**src/hdl/pqs_pkg.sv**
```systemverilog
// ----------------------------------------------------------------------------
// pqs_pkg
// Shared widths, codes, entry layout and helpers of the path quality selector.
// ----------------------------------------------------------------------------
`timescale 1ns / 1ps
`default_nettype none

package pqs_pkg;

  // Field widths
  localparam int unsigned ACT_W      = 3;
  localparam int unsigned SLOT_W     = 4;
  localparam int unsigned COST_W     = 16;
  localparam int unsigned VER_W      = 16;
  localparam int unsigned ARCH_W     = 2;
  localparam int unsigned QST_W      = 2;
  localparam int unsigned RTT_W      = 32;
  localparam int unsigned STAT_W     = 3;
  localparam int unsigned SCORE_W    = 19;
  localparam int unsigned PERM_W     = 10;
  localparam int unsigned WGT_W      = 7;
  localparam int unsigned CFG_IDX_W  = 3;
  localparam int unsigned CFG_DATA_W = 16;
  localparam int unsigned CNT_W      = 32;
  localparam int unsigned SUM_W      = 64;
  localparam int unsigned DVD_W      = 64;
  localparam int unsigned DVS_W      = 32;

  localparam int unsigned MAX_PATHS_DEF = 16;

  // Normalizing ceilings
  localparam logic [DVS_W-1:0] RTT_CEIL = 32'd1000000;
  localparam logic [DVS_W-1:0] JIT_CEIL = 32'd500000;

  // Actions
  localparam logic [ACT_W-1:0] ACT_ADD      = 3'd0;
  localparam logic [ACT_W-1:0] ACT_SET_ARCH = 3'd1;
  localparam logic [ACT_W-1:0] ACT_SET_QOS  = 3'd2;
  localparam logic [ACT_W-1:0] ACT_RECORD   = 3'd3;
  localparam logic [ACT_W-1:0] ACT_QUERY    = 3'd4;
  localparam logic [ACT_W-1:0] ACT_BEST     = 3'd5;

  // Status codes
  localparam logic [STAT_W-1:0] ST_OK        = 3'd0;
  localparam logic [STAT_W-1:0] ST_FULL      = 3'd1;
  localparam logic [STAT_W-1:0] ST_BAD_SLOT  = 3'd2;
  localparam logic [STAT_W-1:0] ST_BAD_VALUE = 3'd3;
  localparam logic [STAT_W-1:0] ST_NO_PATH   = 3'd4;

  // QoS architectures
  localparam logic [ARCH_W-1:0] ARCH_BE       = 2'd0;
  localparam logic [ARCH_W-1:0] ARCH_DIFFSERV = 2'd1;
  localparam logic [ARCH_W-1:0] ARCH_INTSERV  = 2'd2;
  localparam logic [ARCH_W-1:0] ARCH_MPLS     = 2'd3;

  // QoS states
  localparam logic [QST_W-1:0] QS_REQUESTED = 2'd0;
  localparam logic [QST_W-1:0] QS_REALIZED  = 2'd1;
  localparam logic [QST_W-1:0] QS_DENIED    = 2'd2;
  localparam logic [QST_W-1:0] QS_INVALID   = 2'd3;

  // Configuration register indexes
  localparam logic [CFG_IDX_W-1:0] CFG_W_DATA    = 3'd0;
  localparam logic [CFG_IDX_W-1:0] CFG_W_CERT    = 3'd1;
  localparam logic [CFG_IDX_W-1:0] CFG_W_COST    = 3'd2;
  localparam logic [CFG_IDX_W-1:0] CFG_W_VERSION = 3'd3;
  localparam logic [CFG_IDX_W-1:0] CFG_W_ARCH    = 3'd4;
  localparam logic [CFG_IDX_W-1:0] CFG_MIN_VER   = 3'd5;
  localparam logic [CFG_IDX_W-1:0] CFG_COST_LIM  = 3'd6;

  localparam logic [WGT_W-1:0] WGT_MAX = 7'd100;

  // One table entry as held in the entry memory
  typedef struct packed {
    logic [COST_W-1:0] cost;
    logic [VER_W-1:0]  version;
    logic [ARCH_W-1:0] arch;
    logic [QST_W-1:0]  qst;
    logic [CNT_W-1:0]  sent;
    logic [CNT_W-1:0]  rep;
    logic [SUM_W-1:0]  rtt_sum;
    logic [RTT_W-1:0]  prev_rtt;
    logic              prev_valid;
    logic [SUM_W-1:0]  jit_sum;
    logic [CNT_W-1:0]  jit_cnt;
  } pqs_entry_t;

  // Saturate a quotient to 32 bits
  function automatic logic [RTT_W-1:0] clamp32(input logic [DVD_W-1:0] q);
    return (q[DVD_W-1:RTT_W] != '0) ? '1 : q[RTT_W-1:0];
  endfunction

  // Architecture fitness term, 200..1000
  function automatic logic [PERM_W-1:0] arch_term(input logic [ARCH_W-1:0] arch,
                                                   input logic [QST_W-1:0]  qst);
    logic [PERM_W-1:0] base;
    logic [PERM_W-1:0] req;
    logic [PERM_W-1:0] res;
    case (arch)
      ARCH_DIFFSERV: begin base = 10'd600;  req = 10'd450; end
      ARCH_INTSERV:  begin base = 10'd1000; req = 10'd550; end
      ARCH_MPLS:     begin base = 10'd800;  req = 10'd500; end
      default:       begin base = 10'd400;  req = 10'd400; end
    endcase
    case (qst)
      QS_REALIZED: res = base;
      QS_DENIED:   res = 10'd200;
      default:     res = req;
    endcase
    if (arch == ARCH_BE) begin
      res = 10'd400;
    end
    return res;
  endfunction

endpackage

`default_nettype wire

```
**src/hdl/pqs_div.sv**
```systemverilog
// ----------------------------------------------------------------------------
// pqs_div
// Restoring divider, one quotient bit per cycle, 64-bit by 32-bit.
// ----------------------------------------------------------------------------
`timescale 1ns / 1ps
`default_nettype none

module pqs_div (
  input  logic                      clk_i,
  input  logic                      rst_ni,
  input  logic                      start_i,
  input  logic [pqs_pkg::DVD_W-1:0] dividend_i,
  input  logic [pqs_pkg::DVS_W-1:0] divisor_i,
  output logic                      done_o,
  output logic [pqs_pkg::DVD_W-1:0] quotient_o
);
  import pqs_pkg::*;

  localparam int unsigned STEP_W = $clog2(DVD_W);
  localparam logic [STEP_W-1:0] LAST_STEP = STEP_W'(DVD_W - 1);

  logic              busy_q;
  logic              done_q;
  logic [STEP_W-1:0] step_q;
  logic [DVS_W:0]    rem_q;
  logic [DVD_W-1:0]  quo_q;
  logic [DVS_W-1:0]  dvs_q;

  logic [DVS_W:0]    rem_sh;
  logic              take;

  // Shift in the next dividend bit and try the subtract
  assign rem_sh = {rem_q[DVS_W-1:0], quo_q[DVD_W-1]};
  assign take   = rem_sh >= {1'b0, dvs_q};

  // Control
  always_ff @(posedge clk_i or negedge rst_ni) begin
    if (!rst_ni) begin
      busy_q <= 1'b0;
      done_q <= 1'b0;
      step_q <= '0;
    end else begin
      done_q <= 1'b0;
      if (start_i) begin
        busy_q <= 1'b1;
        step_q <= '0;
      end else if (busy_q) begin
        step_q <= step_q + 1'b1;
        if (step_q == LAST_STEP) begin
          busy_q <= 1'b0;
          done_q <= 1'b1;
        end
      end
    end
  end

  // Datapath
  always_ff @(posedge clk_i) begin
    if (start_i) begin
      quo_q <= dividend_i;
      dvs_q <= divisor_i;
      rem_q <= '0;
    end else if (busy_q) begin
      rem_q <= take ? (rem_sh - {1'b0, dvs_q}) : rem_sh;
      quo_q <= {quo_q[DVD_W-2:0], take};
    end
  end

  assign done_o     = done_q;
  assign quotient_o = quo_q;

endmodule

`default_nettype wire

```
**config.mk**
```make
export PLATFORM = sky130hd
export DESIGN_NAME = pqs_div
export DESIGN_NICKNAME = d
export VERILOG_FILES = /design/src/hdl/pqs_pkg.sv /design/src/hdl/pqs_div.sv
export SDC_FILE = /design/constraint.sdc
export NUM_CORES = 1
export LEC_CHECK = 0
export ABC_AREA = 0
export BUFFER_PORTS_ARGS = -buffer_cell sky130_fd_sc_hd__buf_4
export CAP_MARGIN = 5
export CORE_UTILIZATION = 59
export DETAILED_ROUTE_END_ITERATION = 7
export PLACE_DENSITY = 0.86
export SYNTH_ARGS = -nofsm -noshare
export SYNTH_HDL_FRONTEND = slang
export SYNTH_SLANG_ARGS = --single-unit
```
**constraint.sdc**
```tcl
create_clock -name clk_i -period 4.2 [get_ports clk_i]
set_input_delay 0.63 -clock clk_i [delete_from_list [all_inputs] [get_ports clk_i]]
set_output_delay 0.63 -clock clk_i [all_outputs]
set_load 0.005 [all_outputs]
```
==> flow_metrics.py <==
metrics = {
    "run_status": {
        "status": "complete, no violations",
    },
    "timing": {
        "setup_violations": 0,
        "relSlewSlack_pct": 52.3,
        "fin_skew_ns": 0.0106,
        "rsz0062_at_grt": "no",
        "final-hold-violation-count": 0,
        "tns_ns": 0,
        "maxSlewViolCount": 0,
        "tightest_slew_ns": 0.708,
        "fin_crit_sh_pct": 77.3,
        "max_freq_ghz": 0.308,
        "hold_ws_ns": 0.0190,
        "finalCriticalPeriod_ns": 3.24,
    },
    "clock_tree": {
        "post_cts_buffers": 0,
        "cts_buffer_depth": 2,
        "h-tree-depth": 4,
        "cts-root-buf": "clkbuf_16",
        "cts_resized": 0,
        "hold_buffers": 0,
        "clkLatencyLatePin_ns": 0.42,
        "cts_tree": "built",
        "clock-sinks": 136,
        "clk_pin_slew_ns": 0.06,
        "cts_inserted_buffers": 17,
    },
    "global_routing": {
        "grt_max_degree": 88,
        "grt_overflow_total": 0,
        "grt_antenna_before_repair": 0,
        "grt_pass1_wl_mm": 28.8,
        "grt_pass1_vias": 5775,
        "gr-usage-all-layers_pct": 29.1,
    },
    "worst_setup_path": {
        "endpoint": "rem_q[0]",
        "r2r_cells": 12,
        "crit_path_end_kind": "flip-flop",
        "startpoint": "dvs_q[7]",
        "critPathLaunchType": "flip-flop",
        "r2r_slack_ns": 0.96,
        "required_ns": 4.52,
        "crit_arrival_ns": 3.56,
        "crit_type": "reg2reg",
        "r2r_end": "rem_q[0]",
        "cp_max_fo": 11,
        "rr_startpoint": "dvs_q[7]",
    },
    "layout": {
        "final_nets": 934,
        "drive_gt1_share_pct": 33.7,
        "seq_area_um2": 3720,
        "n_antenna_cell": 0,
        "multi_input_comb_area_um2": 3310,
        "fillers": 735,
        "syn2layout_area_growth_pct": 26.3,
    },
    "place": {
        "portBuffers": 163,
        "place_hpwl_mm": 12.5,
        "place.gp.congestion": 0.916,
    },
    "floorplan": {
        "die_h_um": 114,
        "die_w_um": 114,
        "die_area_um2": 12900,
        "num_rows": 40,
        "fp.coreArea_um2": 12100,
        "initial_core_util_pct": 60.9,
        "io_pins": 164,
    },
    "min_path": {
        "hold_path_class": "in2async",
    },
    "flow_run": {
        "cap_violations": 0,
    },
    "logic_synthesis": {
        "yosys_warnings": 0,
        "syn_area_um2": 7340,
        "synth_edf_count": 96,
        "synth_nets": 775,
        "ys_types": 59,
        "async_flop_share_pct": 5.88,
        "seq_area_frac_synth_pct": 50.7,
        "synth_ff_type": "edfxtp_1",
        "ys_seq_elements": 136,
        "synthCells": 642,
        "synth_top_area_share_pct": 39.3,
        "synth_area_per_cell_um2": 11.4,
        "yosysTopAreaCell": "edfxtp_1",
        "synthTopCellsByArea": "edfxtp_1 39%, mux2_2 10%, dfxtp_1 8.7%, ha_1 5.6%, mux2i_1 3.5%",
    },
    "routing": {
        "vias_per_cell": 5.73,
        "drc_errors": 0,
        "via_count": 5631,
        "wire_per_inst_um": 18.2,
        "drt-total-wl_mm": 17.9,
        "drt.antenna.violating_nets": 0,
        "drt_first_pass_iters": 5,
        "drt-initial-drc-count": 451,
    },
    "power": {
        "p_total_mw": 5.26,
        "powerDensity_nw_per_um2": 567,
        "ir_worst_vdd_mv": 0.405,
        "leakage_nw": 4.02,
    },
}
==> where the power goes <==
group	internal (mW)	switching [mW]	leakage, nW
clock network	0.878	0.590	0.280
logic	0.911	1.03	2.39
registers	1.68	0.163	1.36
==> cells in the final DEF (no fill, tap or decap), types with 3 or more instances in the layout <==
cell / instances
nand2_1: 44
nor2b_1: 3
xnor2_1: 15
nor3_1: 5
a21oi_1: 28
buf_4: 169
o21ai_1: 7
clkinv_4: 5
a31oi_1: 10
xor2_1: 17
inv_1: 42
ha_1: 33
nand3_1: 10
inv_6: 3
and3_1: 5
dfrtp_1: 8
nand4_1: 6
o21bai_1: 4
mux2_2: 65
o21a_1: 3
mux2i_1: 26
and2_1: 5
dfxtp_1: 32
o211ai_1: 5
a21o_1: 17
edfxtp_1: 96
o21ai_0: 18
a211oi_1: 19
nor4_1: 4
nor2_1: 46
o31ai_1: 3
nand2b_1: 5
clkbuf_16: 17
==> stage by stage <==
step | cells | setup slack, ns | cell area (um^2) | utilization (%)
after floorplan | 642 | 1.40 | 7340 | -
after global placement | 950 | 1.12 | 8690 | 72.1
after detailed placement | 950 | 1.10 | 8690 | 72.1
after CTS | 982 | 0.964 | 9270 | 76.9
after global routing | 982 | 0.796 | 9270 | 76.9
final | 982 | 0.955 | 9270 | 76.9
==> area by class of cell <==
cell class                 instances  area share, %
inverter                          43           1.74
sequential                       136           40.2
clock buffer                      18           4.63
clock inverter                    14           1.62
timing repair buffer             170           13.9
multi-input combinational        433           35.7
tap                              168           2.27
==> worst min path at each step <==
stage	startpoint	end	cells past startpoint
6_report	rst_ni	step_q[5]	1
5_1_grt	rst_ni	step_q[5]	1
4_1_cts	rst_ni	done_o	1
3_5_place_dp	rst_ni	step_q[5]	1
3_3_place_gp	rem_q[31]	rem_q[31]	2
2_1_floorplan	rst_ni	busy_q	0
==> worst max-delay path, stage by stage, from the launching register on <==
cell       delay [ns]
edfxtp_1         0.33
inv_1            0.04
ha_1             0.37
nand2_1          0.12
nor2_1           0.15
a21boi_2         0.25
o311ai_2         0.15
a31o_4           0.29
o2bb2ai_2        0.17
o211ai_4         0.34
buf_4            0.28
mux2_2           0.36
a211oi_1         0.28
==> cells in the mapped netlist (2+ instances only) <==
library cell,instances
o2bb2a_1,2
nand4_1,6
o31ai_1,3
nand3_1,10
inv_1,43
a211o_1,2
mux2i_1,26
xnor2_1,15
dfxtp_1,32
o21ai_0,18
and3_1,5
nor2_1,46
a21o_1,17
nor4_1,4
ha_1,33
and2_1,5
nor3_1,5
o211ai_1,5
a221oi_1,2
mux2_2,65
a21oi_1,28
buf_2,3
o21a_1,3
o21bai_1,4
clkbuf_1,22
edfxtp_1,96
o21ai_1,7
buf_6,3
xor2_1,17
nand2_1,44
o31a_1,2
nor2b_1,3
a211oi_1,19
nand2b_1,5
dfrtp_1,8
a31oi_1,10
a31o_2,2
==> per-layer routing <==
| metal | share of wire (%) | vias up | GRT usage (%) | wire length [um] |
|---|---|---|---|---|
| met1 | 39 | 2740 | 33.0 | 7040 |
| met3 | 6.9 | 26 | 10.4 | 1230 |
| met5 | 0 | - | 0 | 0 |
| met2 | 52 | 187 | 51.1 | 9300 |
| met4 | 1.6 | 0 | 8.95 | 280 |
| li1 | - | 2678 | - | - |
==> sequential cells by signal, summed over array words and instances, names as in the netlist <==
signal and cells:
busy_q 1, done_o 1, dvs_q 32, step_q 6
rem_q 32, quotient_o 64
==> logic make-up after synthesis <==
family | Yosys count | synth area share (%)
AOI/OAI and AO/OA | 139 | 13.4
xor gates and xnor gates | 32 | 3.82
adders and majority gates | 34 | 5.89
buffers and inverters | 73 | 4.24
DFF | 136 | 50.7
muxes | 91 | 13.5
and+or+nand+nor | 137 | 8.43
(Power assumes the default switching activity.)
